### src/hw/rtl/ilp_pkg.sv
`timescale 1ns / 1ps

package ilp_pkg;

   localparam int CharWidth  = 8;
   localparam int OctetWidth = 8;
   localparam int AccWidth   = 10;
   localparam logic [AccWidth-1:0] OctetMax = AccWidth'(255);

   localparam logic [CharWidth-1:0] CharTab = 8'd9;
   localparam logic [CharWidth-1:0] CharDot = 8'd46;

   typedef enum logic [3:0] {
      PH_LEAD = 4'd0,
      PH_OCT0 = 4'd1,
      PH_OCT1 = 4'd2,
      PH_OCT2 = 4'd3,
      PH_OCT3 = 4'd4,
      PH_GAP  = 4'd5,
      PH_WORD = 4'd6
   } phase_type;

   typedef struct packed {
      logic       is_space;
      logic       is_tab;
      logic       is_digit;
      logic       is_word;
      logic       is_dot;
      logic [3:0] digit;
   } char_class_type;

endpackage

### src/hw/rtl/ipv4_line_parser.sv
`timescale 1ns / 1ps
// the result appears on rsp in the cycle after the request carrying tlast is accepted
// throughput: one character per cycle unless stalled, results held in an output register
// req_tready drops only while a result waits and rsp_tready is low
// synchronous active-high reset returns the parser to leading whitespace
// and empties the result register

module ipv4_line_parser
   import ilp_pkg::*;
(
   input  logic        clock,
   input  logic        reset,
   input  logic        req_tvalid,
   output logic        req_tready,
   input  logic [7:0]  req_tdata,   // char_code[7:0]
   input  logic        req_tlast,   // end_of_line
   output logic        rsp_tvalid,
   input  logic        rsp_tready,
   output logic [31:0] rsp_tdata,   // octet_fourth, octet_third, octet_second, octet_first
   output logic        rsp_tuser    // line_valid
);

   char_class_type cls;

   phase_type             phase_ff, phase_in;
   logic [1:0]            digit_count_ff, digit_count_in;
   logic [AccWidth-1:0]   acc_ff, acc_in;
   logic [OctetWidth-1:0] octet_ff [4];
   logic [OctetWidth-1:0] octet_in [4];
   logic [1:0]            gap_tabs_ff, gap_tabs_in;
   logic                  gap2_tab_ff, gap2_tab_in;
   logic [1:0]            runs_ff, runs_in;
   logic                  err_ff, err_in;

   logic                  rsp_valid_ff, rsp_valid_in;
   logic                  rsp_ok_ff, rsp_ok_in;
   logic [31:0]           rsp_data_ff, rsp_data_in;

   logic                  accept;
   logic [1:0]            oct_idx;
   logic                  gap_tab;
   logic                  tail_ok;
   logic                  line_ok;
   logic [AccWidth-1:0]   acc_times_ten;

   ilp_char_class u_class (
      .char_code  (req_tdata),
      .char_class (cls)
   );

   assign req_tready = !rsp_valid_ff || rsp_tready;
   assign accept     = req_tvalid && req_tready;
   assign oct_idx    = 2'(phase_ff - PH_OCT0);
   assign acc_times_ten = AccWidth'({acc_ff, 3'b000}) + AccWidth'({acc_ff, 1'b0});

   // per-character parse step
   always_comb begin
      phase_in       = phase_ff;
      digit_count_in = digit_count_ff;
      acc_in         = acc_ff;
      octet_in       = octet_ff;
      gap_tabs_in    = gap_tabs_ff;
      gap2_tab_in    = gap2_tab_ff;
      runs_in        = runs_ff;
      err_in         = err_ff;
      gap_tab        = 1'b0;

      if (!err_ff) begin
         case (phase_ff)
            PH_LEAD: begin
               if (cls.is_digit) begin
                  phase_in       = PH_OCT0;
                  acc_in         = AccWidth'(cls.digit);
                  digit_count_in = 2'd1;
               end else if (!cls.is_space) begin
                  err_in = 1'b1;
               end
            end
            PH_OCT0, PH_OCT1, PH_OCT2, PH_OCT3: begin
               if (cls.is_digit) begin
                  if (digit_count_ff == 2'd3) begin
                     err_in = 1'b1;
                  end else begin
                     acc_in         = acc_times_ten + AccWidth'(cls.digit);
                     digit_count_in = digit_count_ff + 2'd1;
                  end
               end else if (cls.is_dot && (phase_ff != PH_OCT3) && (digit_count_ff != 2'd0)) begin
                  if (acc_ff > OctetMax) err_in = 1'b1;
                  octet_in[oct_idx] = acc_ff[OctetWidth-1:0];
                  acc_in            = '0;
                  digit_count_in    = 2'd0;
                  phase_in          = phase_type'(phase_ff + 4'd1);
               end else if (cls.is_space && (phase_ff == PH_OCT3) && (digit_count_ff != 2'd0)) begin
                  if (acc_ff > OctetMax) err_in = 1'b1;
                  octet_in[oct_idx] = acc_ff[OctetWidth-1:0];
                  acc_in            = '0;
                  digit_count_in    = 2'd0;
                  phase_in          = PH_GAP;
                  gap_tab           = cls.is_tab;
               end else begin
                  err_in = 1'b1;
               end
            end
            PH_GAP, PH_WORD: begin
               if (cls.is_space) begin
                  phase_in = PH_GAP;
                  gap_tab  = cls.is_tab;
               end else if (cls.is_word) begin
                  if ((phase_ff == PH_GAP) && (runs_ff != 2'd3)) runs_in = runs_ff + 2'd1;
                  phase_in = PH_WORD;
               end else begin
                  err_in = 1'b1;
               end
            end
            default: begin
               err_in = 1'b1;
            end
         endcase

         // tab bookkeeping per gap
         if (gap_tab) begin
            if (runs_ff == 2'd0) begin
               if (gap_tabs_ff != 2'd2) gap_tabs_in = gap_tabs_ff + 2'd1;
            end else if (runs_ff == 2'd1) begin
               gap2_tab_in = 1'b1;
            end
         end
      end

      case (runs_in)
         2'd0:    tail_ok = (gap_tabs_in == 2'd2);
         2'd1:    tail_ok = (gap_tabs_in == 2'd2) || ((gap_tabs_in != 2'd0) && gap2_tab_in);
         2'd2:    tail_ok = (gap_tabs_in != 2'd0) && gap2_tab_in;
         default: tail_ok = 1'b0;
      endcase
      line_ok = !err_in && tail_ok && ((phase_in == PH_GAP) || (phase_in == PH_WORD));

      rsp_ok_in   = line_ok;
      rsp_data_in = line_ok ? {octet_in[3], octet_in[2], octet_in[1], octet_in[0]} : '0;

      rsp_valid_in = rsp_valid_ff && !rsp_tready;
      if (accept && req_tlast) rsp_valid_in = 1'b1;
   end

   always_ff @(posedge clock) begin
      if (reset || (accept && req_tlast)) begin
         phase_ff       <= PH_LEAD;
         digit_count_ff <= 2'd0;
         acc_ff         <= '0;
         octet_ff       <= '{default: '0};
         gap_tabs_ff    <= 2'd0;
         gap2_tab_ff    <= 1'b0;
         runs_ff        <= 2'd0;
         err_ff         <= 1'b0;
      end else if (accept) begin
         phase_ff       <= phase_in;
         digit_count_ff <= digit_count_in;
         acc_ff         <= acc_in;
         octet_ff       <= octet_in;
         gap_tabs_ff    <= gap_tabs_in;
         gap2_tab_ff    <= gap2_tab_in;
         runs_ff        <= runs_in;
         err_ff         <= err_in;
      end
   end

   always_ff @(posedge clock) begin
      if (reset) begin
         rsp_valid_ff <= 1'b0;
      end else begin
         rsp_valid_ff <= rsp_valid_in;
      end
   end

   always_ff @(posedge clock) begin
      if (accept && req_tlast) begin
         rsp_ok_ff   <= rsp_ok_in;
         rsp_data_ff <= rsp_data_in;
      end
   end

   assign rsp_tvalid = rsp_valid_ff;
   assign rsp_tuser  = rsp_ok_ff;
   assign rsp_tdata  = rsp_data_ff;

   a_last_gives_result: assert property (@(posedge clock) disable iff (reset)
      (accept && req_tlast) |=> rsp_tvalid)
      else $error("accepted line end did not produce a result");

   a_line_restart: assert property (@(posedge clock) disable iff (reset)
      (accept && req_tlast) |=> (phase_ff == PH_LEAD) && !err_ff && (runs_ff == 2'd0))
      else $error("parser state not cleared after line end");

   a_invalid_zero: assert property (@(posedge clock) disable iff (reset)
      (rsp_tvalid && !rsp_tuser) |-> (rsp_tdata == 32'd0))
      else $error("invalid line reported non-zero octets");

   a_acc_empty: assert property (@(posedge clock) disable iff (reset)
      (digit_count_ff == 2'd0) |-> (acc_ff == '0))
      else $error("accumulator holds value with no digits");

endmodule

### src/hw/rtl/ilp_char_class.sv
`timescale 1ns / 1ps

module ilp_char_class
   import ilp_pkg::*;
(
   input  logic [CharWidth-1:0] char_code,
   output char_class_type       char_class
);

   logic digit_c;
   logic upper_c;
   logic lower_c;

   assign digit_c = (char_code >= 8'd48) && (char_code <= 8'd57);
   assign upper_c = (char_code >= 8'd65) && (char_code <= 8'd90);
   assign lower_c = (char_code >= 8'd97) && (char_code <= 8'd122);

   always_comb begin
      char_class.is_space = (char_code == 8'd32) || ((char_code >= 8'd9) && (char_code <= 8'd13));
      char_class.is_tab   = (char_code == CharTab);
      char_class.is_digit = digit_c;
      char_class.is_word  = digit_c || upper_c || lower_c || (char_code == 8'd95);
      char_class.is_dot   = (char_code == CharDot);
      char_class.digit    = 4'(char_code - 8'd48);
   end

endmodule

### config.mk
export PLATFORM = sky130hd
export DESIGN_NAME = ipv4_line_parser
export DESIGN_NICKNAME = d
export VERILOG_FILES = /design/src/hw/rtl/ilp_pkg.sv /design/src/hw/rtl/ipv4_line_parser.sv /design/src/hw/rtl/ilp_char_class.sv
export SDC_FILE = /design/constraint.sdc
export NUM_CORES = 1
export LEC_CHECK = 0
export BUFFER_PORTS_ARGS = -buffer_cell sky130_fd_sc_hd__buf_2
export CAP_MARGIN = 25
export CORE_ASPECT_RATIO = 0.5
export CORE_UTILIZATION = 30
export DETAILED_ROUTE_END_ITERATION = 8
export HOLD_SLACK_MARGIN = 0.03
export SLEW_MARGIN = 20
export SYNTH_ARGS = -nofsm -noshare
export SYNTH_HDL_FRONTEND = slang
export SYNTH_SLANG_ARGS = --single-unit
### constraint.sdc
create_clock -name clock -period 5.8 [get_ports clock]
set_clock_uncertainty 0.2 [all_clocks]
set_input_delay 0.87 -clock clock [delete_from_list [all_inputs] [get_ports clock]]
set_output_delay 0.87 -clock clock [all_outputs]
set_load 0.01 [all_outputs]
-- After elaboration in Yosys (flattened, before gate mapping)
Index checks and enable logic that the tools add are counted.
- register bits after elaboration: 88
- latch bits: 0
- memory bits (writable): 0
- ROM bits: 0
- logic and storage cells: 154
- memories kept: 0
- add/sub/neg operators: 8
- multipliers: 0
- divide/modulo/power cells: 0
- magnitude comparators: 11
- eq/ne operators: 23
- shift operators: 0
- mux-type cells: 60
- bitwise operators: 2
- reductions and logical operators: 36
- operators with widths (cell ; number):
    two-way mux 32 bit ; 5
    two-way mux 10 bit ; 5
    bitwise mux 32 bit ; 1
    two-way mux 2 bit ; 14
    two-way mux 4 bit ; 7
    equality test 4 x 3 -> 1 bit (second input constant) ; 5
    two-way mux 1 bit ; 20
    case mux 10 bit (2 select lines) ; 1
    demux 8 bit (select 2 bit) ; 1
    equality test 8 x 6 -> 1 bit (second input constant) ; 2
    >= comparator 8 x 7 -> 1 bit (second input constant) ; 2
    <= comparator 8 x 7 -> 1 bit (second input constant) ; 2
    logical AND 1 bit ; 16
    case mux 4 bit (3 select lines) ; 1
    adder 10 bit ; 1
    adder 10 x 4 -> 10 bit ; 1
    greater-than comparator 10 x 8 -> 1 bit (second input constant) ; 1
    equality test 4 x 2 -> 1 bit (second input constant) ; 2
    equality test 8 x 4 -> 1 bit (second input constant) ; 1
    equality test 8 x 7 -> 1 bit (second input constant) ; 1
    >= comparator 8 x 4 -> 1 bit (second input constant) ; 1
    >= comparator 8 x 6 -> 1 bit (second input constant) ; 1
    <= comparator 8 x 4 -> 1 bit (second input constant) ; 1
    <= comparator 8 x 6 -> 1 bit (second input constant) ; 1
    27 further kinds ; 47

-- Logic depth before layout (Yosys ltp)
Gate-level depths: netlist (run 1).
- word-level depth: 18
- depth in mapped cells: 11

-- Hierarchy
A second synthesis (run 1) with hierarchy kept.
- cells, all modules: 482
- area total of the unflattened synthesis: 4936.0 µm²
- modules (own cells, without submodules) (module ; instances ; cells each ; area an instance (µm²) ; sequential area each (µm²)):
    ipv4_line_parser ; 1 ; 457 ; 4775.8 ; 2092.0
    ilp_char_class ; 1 ; 25 ; 160.2 ; 0.0

-- Least setup slack after synthesis (run 1)
OpenSTA, ideal clock, no wires.
- kind: input to register
- from: input port rsp_tready
- to: register octet_ff[21] in the netlist's numbering
- setup time: 0.128 ns
- arrival time: 3.040 ns
- path slack: 2.432 ns
- stages on the path: 9
- path buffers: 3
- path through: nand2b_1 and2_1 clkbuf_1 nand2_1 inv_1 or2_2 clkbuf_1 clkbuf_1 nor2_1
- longest elaborated chain between the ends: 4
- ends and longest elaborated chain (what ; RTL line ; text):
    start: declaration ; ipv4_line_parser.sv:18 ; input logic rsp_tready,
    logical OR 1 bit (*) ; ipv4_line_parser.sv:51 ; assign req_tready = !rsp_valid_ff || rsp_tready;
    logical AND 1 bit (*) ; ipv4_line_parser.sv:52 ; assign accept = req_tvalid && req_tready;
    logical AND 1 bit ; ipv4_line_parser.sv:146 ; if (reset || (accept && req_tlast)) begin
    logical OR 1 bit ; ipv4_line_parser.sv:146 ;
    end signal: assignment ; ipv4_line_parser.sv:159 ; octet_ff <= octet_in;
    end: declaration ; ipv4_line_parser.sv:28 ; logic [OctetWidth-1:0] octet_ff [4];
Every way passes the cells marked *; elsewhere a longest branch is shown, timed or not.
A chain may end at the register's enable or synchronous reset.

-- Worst setup path in the final report (run 1)
- from: register phase_ff[0]
- to: register rsp_data_ff[5] (netlist: rsp_tdata[5]) (data pin)
- longest elaborated chain between the ends: 16
- elaborated cells between the ends (all ways): 70
- ends and longest elaborated chain (what ; RTL line ; text):
    start: declaration ; ipv4_line_parser.sv:25 ; phase_type phase_ff, phase_in;
    start signal: assignment ; ipv4_line_parser.sv:156 ; phase_ff <= phase_in;
    equality test 4 x 3 -> 1 bit ; ipv4_line_parser.sv:69, ipv4_line_parser.sv:93 ;
    logical AND 1 bit (2 in series) ; ipv4_line_parser.sv:93 ; end else if (cls.is_space && (phase_ff == PH_OCT3) && (digit_count_ff != 2'd0)) begin
    two-way mux 1 bit ; ipv4_line_parser.sv:93 ;
    two-way mux 1 bit ; ipv4_line_parser.sv:87 ; end else if (cls.is_dot && (phase_ff != PH_OCT3) && (digit_count_ff != 2'd0)) begin
    two-way mux 1 bit ; ipv4_line_parser.sv:80 ; if (cls.is_digit) begin
    case mux 1 bit (2 select lines) ; ipv4_line_parser.sv:69 ; case (phase_ff)
    two-way mux 1 bit ; ipv4_line_parser.sv:68 ; if (!err_ff) begin
    two-way mux 2 bit ; ipv4_line_parser.sv:121 ; if (gap_tab) begin
    two-way mux 2 bit ; ipv4_line_parser.sv:68 ;
    nonzero test 2 bit ; ipv4_line_parser.sv:132, ipv4_line_parser.sv:133 ;
    logical AND 1 bit ; ipv4_line_parser.sv:132, ipv4_line_parser.sv:133 ;
    logical OR 1 bit ; ipv4_line_parser.sv:132 ; 2'd1: tail_ok = (gap_tabs_in == 2'd2) || ((gap_tabs_in != 2'd0) && gap2_tab_in);
    case mux 1 bit (3 select lines) ; ipv4_line_parser.sv:130 ; case (runs_in)
    logical AND 1 bit (2 in series) ; ipv4_line_parser.sv:136 ; line_ok = !err_in && tail_ok && ((phase_in == PH_GAP) || (phase_in == PH_WORD));
    end signal: assignment ; ipv4_line_parser.sv:178 ; rsp_data_ff <= rsp_data_in;
    end: declaration ; ipv4_line_parser.sv:37 ; logic [31:0] rsp_data_ff, rsp_data_in;
Several ways; a longest one is shown, not always the timed one. The select of a mux whose other input is x is not followed.

==> results of run 1 <==
-- worst max-delay path: stages (launching register included) --
cell	delay (ns)
dfxtp_1	0.46
inv_1	0.17
ha_1	0.26
nor4_1	0.37
or3_1	0.44
o21ai_0	0.16
o21ai_1	0.22
a211o_2	0.78
a2111oi_0	0.23
-- stage by stage --
stage                     util (%)  hold slack, ns  area [µm²]
after global placement       33.44          0.2407        5578
final                        35.29          0.2530        5887
after CTS                    35.29          0.2546        5887
after floorplan                  -          0.2323        5205
after global routing         35.29          0.2975        5887
after detailed placement     33.56          0.2451        5598
-- layout by cell type (no fill, tap or decap), drive strengths merged, types with 4 or more instances in the layout --
master | netlist | routed
a2111oi | 33 | 33
a211oi | 8 | 8
a21oi | 20 | 20
and2 | 4 | 4
and3 | 5 | 5
buf | 24 | 52
clkbuf | 10 | 11
dfxtp | 55 | 55
edfxtp | 33 | 33
ha | 26 | 26
inv | 18 | 19
mux2i | 71 | 71
nand2 | 24 | 24
nand3 | 18 | 18
nor2 | 54 | 54
nor2b | 4 | 4
nor3 | 10 | 10
o2111ai | 5 | 5
o211ai | 4 | 4
o21ai | 13 | 13
or2 | 5 | 5
or3 | 4 | 4
xnor2 | 7 | 7
-- path summary, 6_finish.rpt --
path                            slack, ns                         end
worst max-delay path                 2.19  rsp_tdata[5]$_SDFFCE_PN0P_
worst min-delay path                 0.25      acc_ff[9]$_SDFFE_PP0P_
worst min register to register       0.25      acc_ff[9]$_SDFFE_PP0P_
worst max register to register       2.19  rsp_tdata[5]$_SDFFCE_PN0P_
-- kinds of logic after synthesis --
logic type / after synthesis
AND/OR/NAND/NOR: 143
buffers and inverters: 52
multiplexers: 72
adder cells (fa/ha/maj): 28
flip-flops: 88
AO/OA/AOI/OAI: 102
XOR/XNOR: 7
-- power by group through the flow --
stage / sequential, µW / combinational [µW] / clock (µW)
floorplan: 677 / 94.8 / 0
finish: 659 / 137 / 573
global placement: 674 / 134 / 0
global route: 661 / 149 / 619
CTS: 660 / 138 / 586
detailed placement: 674 / 138 / 0
-- area by class of cell --
class,count,share of cell area (%)
multi-input cells,352,48.74
repair buffers,52,4.846
flip-flops and latches,88,35.54
clock inverters,5,0.9564
well taps,227,4.825
clock buffers,11,3.953
inverters,18,1.148
-- flip-flops by register name, indices dropped and copies added, names as in the netlist --
signal,cells
octet_ff,32
rsp_tdata,32
acc_ff,10
phase_ff,4
digit_count_ff,2
gap_tabs_ff,2
runs_ff,2
err_ff,1
gap2_tab_ff,1
rsp_tuser,1
rsp_tvalid,1
-- per-layer routing --
| layer | wire, µm | global-route usage [%] | vias up |
|---|---|---|---|
| li1 | - | - | 1896 |
| met1 | 5909 | 18.71 | 1788 |
| met2 | 4947 | 21.96 | 81 |
| met3 | 616 | 3.165 | 10 |
| met4 | 142 | 3.659 | 0 |
| met5 | 0 | 0 | - |
==> summary.txt, run 1 <==
Placement
  – Dpl ws: 1.918 ns
  – # placed instances: 737
  – Dpl hpwl: 8339 µm
  – RD Place Congestion: 0.8332
  – IO Port Bufs: 47

Power
  – Static leakage: 0.002390 µW
  – Flop pwr share: 48.2%
  – Power Total: 1368 µW
  – Pint: 1025 µW
  – NetSw: 344.0 µW
  – Clock power frac: 41.8%
  – Combinational share of power: 10.0%
  – PD cells: 232.5 nW/µm²
  – Worst VDD drop: 0.1629 mV
  – Switch share: 25.14%

GRT
  – Largest net degree at the start of global routing: 35
  – Vias in the first global route: 3699
  – Overflow after GRT: 0
  – First-pass GRT wire length: 19400 µm
  – Gr usage total: 13.75%
  – Antenna violations before repair: 0

Logic synthesis
  – Synth Area in XOR/XNOR: 1.178%
  – Post-synth top area share: 21.15%
  – Synth Area in Adders: 7.019%
  – Cells after Synth: 492
  – Top FF cell, synth: dfxtp_1
  – Synth async-reset ratio: 0%
  – Post-synthesis cell type count: 58
  – Most common cell in the synthesized netlist: mux2i_1
  – Mux cell area share after synthesis: 13.87%
  – Post-synth top area cell: dfxtp_1
  – Combinational family with the most area after synthesis: compound AO/OA/AOI/OAI gates
  – Synth top area cells: dfxtp_1 (21%), edfxtp_1 (19%), mux2i_1 (14%), a2111oi_2 (7.8%), ha_1 (6.3%)
  – Flops & latches, synth: 88
  – Synth Cell Area: 5205 µm²
  – Complex-gate fraction of the synthesized area: 19.28%
  – EDFF count, synth: 33
  – Synthesized Nets: 533
  – Synth Area in Simple Gates: 13.53%
  – Sequential share of the synthesized area: 40.19%
  – Mean Syn Cell Area: 10.58 µm²
  – Post-synth top cells: mux2i_1 (71), dfxtp_1 (55), nor2_1 (54)
  – Syn. warnings: 0

Finish
  – Filler Cells Inserted: 1702
  – Register area: 2092 µm²
  – N_diodes: 0
  – Multi-input gate area: 2869 µm²
  – Layout area overhead: 13.10%
  – NumNets Final: 562
  – Layout cell share with drive strength beyond 1: 21.48%
  – Final std cells w/o fill: 753

Clock tree
  – Clock sink total: 88
  – H-tree depth: 3
  – Number of gates resized after CTS: 0
  – CTS Buffer Depth: 2
  – Root Driver: clkbuf_16
  – Worst-path clk slew: 0.06 ns
  – TritonCTS Buffers: 9
  – CTS tree: done
  – Post-CTS setup buffer count: 0
  – Hold_buf cts: 0
  – Skew-Pair Late Insertion Delay: 0.34 ns

Setup path
  – Worst Path Required: 5.63 ns
  – Setup CP Type: register to register
  – Crit. End Element: register
  – Reg2reg path depth: 8
  – Crit path DAT: 3.44 ns
  – Startpoint types: register
  – CP Launch Point: phase_ff[0]$_SDFFE_PP0P_
  – Worst Path Max Fanout: 33
  – R2r startpoint: phase_ff[0]$_SDFFE_PP0P_

Min path
  – Hold Crit Depth: 2
  – Hold Crit Class: register to register
  – Hold Startpoint: acc_ff[9]$_SDFFE_PP0P_

STA
  – RSZ-0062 raised after global routing: no
  – Fin Setup TNS: 0 ns
  – Max-slew violation count: 0
  – Worst setup margin: 2.188 ns
  – Fmax: 276.9 MHz
  – Worst slew pin tran: 0.9475 ns
  – Tcrit/Tclk final: 62.28%
  – Fin crit period: 3.612 ns
  – Rel. slew slack: 36.83%
  – Final setup fails: 0
  – Final Hold Fails: 0

Die
  – Die Y: 95.14 µm
  – Die width: 188.3 µm
  – Rows: 33
  – Initial core utilization: 31.20%
  – Core area: 16680 µm²
  – Die area: 17910 µm²
  – Ports: 48

Routing
  – DR pass1 iterations: 5
  – DR vias/cell: 5.013
  – Initial DRC Count: 177
  – Per-cell routed wire length: 15.42 µm
  – Routed Antenna Nets: 0
  – Total Wirelength: 11610 µm
  – DRC viols: 0
  – Via Count: 3775

Job
  – MaxCap Viol Count: 0

Outcome
  – Outcome: finished, final reports clean
Power figures use the tool's default switching activity.
==> inputs of run 2 (changes only) <==
==> constraint.sdc (replaced) <==
create_clock -name clock -period 3.16 [get_ports clock]
set_clock_uncertainty 0.2 [all_clocks]
set_input_delay 0.474 -clock clock [delete_from_list [all_inputs] [get_ports clock]]
set_output_delay 0.474 -clock clock [all_outputs]
set_load 0.01 [all_outputs]
==> run 2 against run 1 <==
  * Critical path depth rose by 3
  * Clock-buffer cell count is 2 lower
  * Sequential share of layout area decreased by 3.2 points
  * Combinational power grew to 2.5 times the previous value
  * Highest routed layer unchanged
==> summary.txt, run 2 (synthesized netlist as in run 1, its figures left out) <==
Placement
  – Dpl hpwl: 8644 µm (+3.7%)
  – Placement Cell Area: 6053 µm² (+8.1%)
  – IO Port Bufs: 47 (unchanged)
  – RD Place Congestion: 0.8695 (+4.4%)

Routing
  – Routed Antenna Nets: 0 (unchanged)
  – Per-cell routed wire length: 14.83 µm (-3.9%)
  – Via Count: 3992 (+5.7%)
  – Initial DRC Count: 225 (+27%)
  – DRC viols: 0 (unchanged)
  – Total Wirelength: 11970 µm (+3.0%)
  – DR pass1 iterations: 5 (unchanged)
  – DR vias/cell: 4.947 (-1.3%)

Setup path
  – CP Launch Point: phase_ff[0]$_SDFFE_PP0P_
  – Setup CP Type: register to register
  – Setup slack, reg-to-reg: 0.14 ns (-2.05 ns)
  – CP endpoint: rsp_tdata[21]$_SDFFCE_PN0P_
  – Startpoint types: register
  – Worst Path Max Fanout: 10 (-70%)
  – Worst Path Required: 3.10 ns (-2.53 ns)
  – Reg-to-reg endpoint: rsp_tdata[21]$_SDFFCE_PN0P_
  – Crit. End Element: register
  – Reg2reg path depth: 11 (+3)
  – Crit path DAT: 2.96 ns (-0.48 ns)
  – R2r startpoint: phase_ff[0]$_SDFFE_PP0P_

Die
  – Ports: 48 (unchanged)
  – Rows: 33 (unchanged)
  – Die Y: 95.14 µm (unchanged)
  – Core area: 16680 µm² (unchanged)
  – Die area: 17910 µm² (unchanged)
  – Initial core utilization: 31.20% (unchanged)
  – Die width: 188.3 µm (unchanged)

Clock tree
  – CTS tree: done
  – Worst-path clk slew: 0.07 ns (about the same)
  – H-tree depth: 3 (unchanged)
  – Skew-Pair Late Insertion Delay: 0.34 ns (about the same)
  – Hold_buf cts: 0 (unchanged)
  – Root Driver: clkbuf_16
  – CTS Buffer Depth: 2 (unchanged)
  – TritonCTS Buffers: 9 (unchanged)
  – Clock sink total: 88 (unchanged)

Finish
  – Final instance area: 6479 µm² (+10%)
  – Most frequent cells in the layout: mux2i_1 (70), nor2_1 (54), dfxtp_1 (54), buf_4 (50), buf_2 (47)
  – Layout area overhead: 24.47%
  – Filler Cells Inserted: 1639 (-3.7%)
  – NumNets Final: 615 (+9.4%)
  – Util after Layout: 38.84% (+3.5 points)
  – Layout cell share with drive strength beyond 1: 31.78% (+10 points)
  – Most common cell after layout, fill and taps aside: mux2i_1

Outcome
  – Outcome: finished, final reports clean

STA
  – Worst slew pin tran: 0.5712 ns (-0.3763 ns)
  – Rel. slew slack: 61.78% (+25 points)
  – Fmax: 330.7 MHz (+19%)
  – Fin crit period: 3.024 ns (-0.5883 ns)
  – Final Hold Fails: 0 (unchanged)
  – Tcrit/Tclk final: 95.69% (+33 points)
  – Final setup fails: 0 (unchanged)
  – Max-slew violation count: 0 (unchanged)

GRT
  – Vias in the first global route: 3757 (+1.6%)
  – Antenna violations before repair: 0 (unchanged)
  – Largest net degree at the start of global routing: 34 (-2.9%)
  – Gr usage total: 14.00% (+0.25 points)
  – First-pass GRT wire length: 19870 µm (+2.5%)
  – Overflow after GRT: 0 (unchanged)

Power
  – Worst VDD drop: 0.2175 mV (+33%)
  – PD cells: 420.8 nW/µm² (+81%)
  – Static leakage: 0.002706 µW (+13%)

Min path
  – Hold Crit Depth: 2 (unchanged)
  – Hold Crit Class: input port to register

Job
  – MaxCap Viol Count: 0 (unchanged)
-- run 2: cell count changes in the layout (fill, tap and decap cells not counted), moves of 2 or more --
cell / change
buf_12: +7
buf_4: +46
clkbuf_1: -2
ha_1: -4
ha_2: +3
inv_1: -2
inv_2: +2
-- run 2: metrics by stage --
step / setup TNS, ns / total power [µW] / hold slack [ns] / worst slack, ns / instances
2_1_floorplan: 0 / 1417 / 0.2323 / 0.1880 / 492
3_3_place_gp: 0 / 1554 / 0.2418 / 0.003632 / 786
3_5_place_dp: -0.04734 / 1557 / 0.2548 / -0.03267 / 786
4_1_cts: 0 / 2733 / 0.07846 / 0.02042 / 802
5_1_grt: -0.01302 / 2840 / 0.09326 / -0.007997 / 806
6_report: 0 / 2726 / 0.08536 / 0.1363 / 807
-- run 2: worst min-delay path by stage --
stage,start,end,slack (ns)
finish,reset,rsp_tvalid$_SDFF_PP0_,0.09
global route,reset,rsp_tvalid$_SDFF_PP0_,0.09
CTS,reset,rsp_tvalid$_SDFF_PP0_,0.08
detailed placement,acc_ff[9]$_SDFFE_PP0P_,acc_ff[9]$_SDFFE_PP0P_,0.25
global placement,acc_ff[9]$_SDFFE_PP0P_,acc_ff[9]$_SDFFE_PP0P_,0.24
floorplan,acc_ff[9]$_SDFFE_PP0P_,acc_ff[9]$_SDFFE_PP0P_,0.23
-- run 2: per-layer routing --
metal,GRT usage [%],up-vias,routed length (µm)
met2,21.83,89,5229
met4,4.133,0,132
met5,0,-,0
li1,-,2007,-
met3,3.312,10,617
met1,19.23,1886,5988
-- run 2: power breakdown --
group	internal, µW	leakage, µW	total (µW)	switching [µW]
Sequential	1200	0.000735	1200	8.32
Clock	703	0.000158	1170	471
Combinational	142	0.00181	348	206
Total	2040	0.00271	2730	686
-- run 2: area by class of cell --
type | instances | area, µm² | share of cell area, %
diodes | 1 | 2.502 | 0.03862
clock buffers | 9 | 225.2 | 3.476
clock inverters | 7 | 101.3 | 1.564
inverters | 18 | 67.56 | 1.043
multi-input cells | 352 | 2934 | 45.29
flip-flops and latches | 88 | 2093 | 32.31
well taps | 227 | 284.0 | 4.384
repair buffers | 105 | 770.7 | 11.90
-- run 2: worst max-delay path, cell delays in order, from the launching register on --
cell and delay (ns):
dfxtp_1 0.37, buf_4 0.13, ha_1 0.18, buf_4 0.16, nor4_2 0.05, or3_4 0.40, o31ai_1 0.24, o21a_1 0.22
o211ai_1 0.09, buf_4 0.20, buf_4 0.19, a2111oi_2 0.38
-- run 2: repair_timing --
| action | CTS | global route |
|---|---|---|
| setup endpoints to repair | 1 | 42 |
| pin swaps | 0 | 3 |
| buffers inserted | 0 | 4 |
| gates resized for setup | 1 | 20 |
==> inputs of run 3 (changes only) <==
--- a/config.mk
+++ b/config.mk
@@ -8,9 +8,10 @@
 export BUFFER_PORTS_ARGS = -buffer_cell sky130_fd_sc_hd__buf_2
 export CAP_MARGIN = 25
 export CORE_ASPECT_RATIO = 0.5
-export CORE_UTILIZATION = 30
+export CORE_UTILIZATION = 54
 export DETAILED_ROUTE_END_ITERATION = 8
 export HOLD_SLACK_MARGIN = 0.03
+export PLACE_DENSITY = 0.83
 export SLEW_MARGIN = 20
 export SYNTH_ARGS = -nofsm -noshare
 export SYNTH_HDL_FRONTEND = slang
==> run 3 against run 2 <==
  * Die area decreased by 44%
  * Non-clock buffer count down 2
  * Hold slack gained 0.0099 ns
  * Global-route usage is 12 points higher
  * Highest routed layer unchanged
==> summary.txt, run 3 (synthesized netlist as in run 1, its figures left out) <==
Outcome
  – Outcome: finished, final reports clean

Min path
  – Hold Crit Class: input port to register

STA
  – Fmax: 324.8 MHz (-1.8%)
  – Rel. slew slack: 52.75% (-9.0 points)
  – Final setup fails: 0 (unchanged)
  – Tcrit/Tclk final: 97.43% (+1.7 points)
  – Worst slew pin tran: 0.7088 ns (+0.1376 ns)
  – Final Hold Fails: 0 (unchanged)
  – Fin crit period: 3.079 ns (+0.05518 ns)
  – Fin Setup TNS: 0 ns (unchanged)
  – Max-slew violation count: 0 (unchanged)

Finish
  – Layout area overhead: 22.24%
  – N_diodes: 0 (-1)
  – NumNets Final: 613 (-0.33%)
  – Filler Cells Inserted: 619 (-62%)
  – Register area: 2092 µm² (about the same)
  – Final instance area: 6362 µm² (-1.8%)
  – Layout cell share with drive strength beyond 1: 31.08% (-0.70 points)
  – Most frequent cells in the layout: mux2i_1 (70), dfxtp_1 (55), nor2_1 (54), buf_2 (47), buf_4 (47)
  – Most common cell after layout, fill and taps aside: mux2i_1
  – Multi-input gate area: 2955 µm² (+0.72%)

Setup path
  – Worst Path Max Fanout: 10 (unchanged)
  – Startpoint types: register
  – Worst Path Required: 3.06 ns (-0.04 ns)
  – Crit path DAT: 2.98 ns (+0.02 ns)
  – Setup CP Type: register to register
  – Crit. End Element: register

Placement
  – Placement Cell Area: 5859 µm² (-3.2%)
  – Dpl hpwl: 8316 µm (-3.8%)
  – RD Place Congestion: 0.9731 (+12%)
  – IO Port Bufs: 47 (unchanged)

Clock tree
  – Root Driver: clkbuf_16
  – Skew-Pair Late Insertion Delay: 0.35 ns (about the same)
  – Hold_buf cts: 0 (unchanged)
  – CTS tree: done
  – TritonCTS Buffers: 9 (unchanged)
  – Worst-path clk slew: 0.06 ns (about the same)
  – CTS Buffer Depth: 2 (unchanged)
  – Clock sink total: 88 (unchanged)
  – H-tree depth: 3 (unchanged)

Die
  – Die Y: 71.42 µm (-25%)
  – Die area: 10060 µm² (-44%)
  – Core area: 9039 µm² (-46%)
  – Initial core utilization: 57.59% (+26 points)
  – Rows: 24 (-27%)
  – Ports: 48 (unchanged)
  – Die width: 140.8 µm (-25%)

GRT
  – Vias in the first global route: 3920 (+4.3%)
  – Gr usage total: 25.75% (+12 points)
  – First-pass GRT wire length: 19950 µm (+0.41%)
  – Overflow after GRT: 0 (unchanged)
  – Largest net degree at the start of global routing: 55 (+62%)
  – Antenna violations before repair: 0 (unchanged)

Routing
  – DR vias/cell: 5.946 (+20%)
  – Routed Antenna Nets: 0 (unchanged)
  – Total Wirelength: 12540 µm (+4.8%)
  – DRC viols: 0 (unchanged)
  – Via Count: 4198 (+5.2%)
  – Per-cell routed wire length: 17.76 µm (+20%)
  – DR pass1 iterations: 5 (unchanged)
  – Initial DRC Count: 370 (+64%)

Job
  – MaxCap Viol Count: 0 (unchanged)

Power
  – Worst VDD drop: 0.2942 mV (+35%)
  – Static leakage: 0.002709 µW (+0.11%)
  – PD cells: 425.1 nW/µm² (+1.0%)
  – Power Total: 2705 µW (-0.78%)
run 3: cell type report:
| cell class | instances | share of cell area [%] |
|---|---|---|
| inverters | 18 | 1.062 |
| clock buffers | 9 | 3.540 |
| repair buffers | 103 | 12.07 |
| multi-input cells | 352 | 46.45 |
| flip-flops and latches | 88 | 32.88 |
| clock inverters | 6 | 1.436 |
| well taps | 130 | 2.557 |
run 3: worst max-delay path: stages (launching register included):
cell and delay [ns]:
dfxtp_1 0.35, buf_4 0.16, ha_1 0.20, or2_4 0.30, o2111ai_2 0.21, nor4b_2 0.07
buf_4 0.16, a2bb2oi_2 0.16, mux2_2 0.29, o2111ai_4 0.41, clkbuf_16 0.27, a211oi_1 0.05
run 3: path summary, 6_finish.rpt:
path	startpoint	end	slack (ns)	cells past startpoint
max	phase_ff[1]$_SDFFE_PP0P_	rsp_tuser$_DFFE_PP_	0.08	11
min	reset	rsp_tvalid$_SDFF_PP0_	0.1	2
min reg2reg	digit_count_ff[1]$_SDFFE_PP0P_	digit_count_ff[1]$_SDFFE_PP0P_	0.27	2
max reg2reg	phase_ff[1]$_SDFFE_PP0P_	rsp_tuser$_DFFE_PP_	0.08	11
run 3: stage by stage:
step | hold WS (ns) | setup slack, ns | util, % | instances
after floorplan | 0.2323 | 0.1880 | - | 492
after global placement | 0.2399 | -0.02306 | 64.83 | 686
after detailed placement | 0.2643 | -0.1158 | 64.83 | 686
after CTS | 0.08894 | 0.01075 | 68.33 | 701
after global routing | 0.1099 | -0.02074 | 70.39 | 706
final | 0.09523 | 0.08108 | 70.39 | 706
run 3: power breakdown:
part	total [µW]	switching (µW)	internal, µW
Clock	1150	454	693
Sequential	1200	7.62	1200
Combinational	353	218	136
run 3: per-layer routing:
metal	vias up	wire, µm	part of all wire, %	global-route usage, %
met5	-	0	0	0
met4	0	158	1.3	7.126
met3	17	752	6.0	6.551
met2	158	5746	46	40.91
met1	2031	5879	47	35.17
li1	1992	-	-	-
run 3: repair_timing:
item,CTS,global route
endpoints found under the setup margin,0,33
gates resized for setup,0,21
buffers inserted,0,2
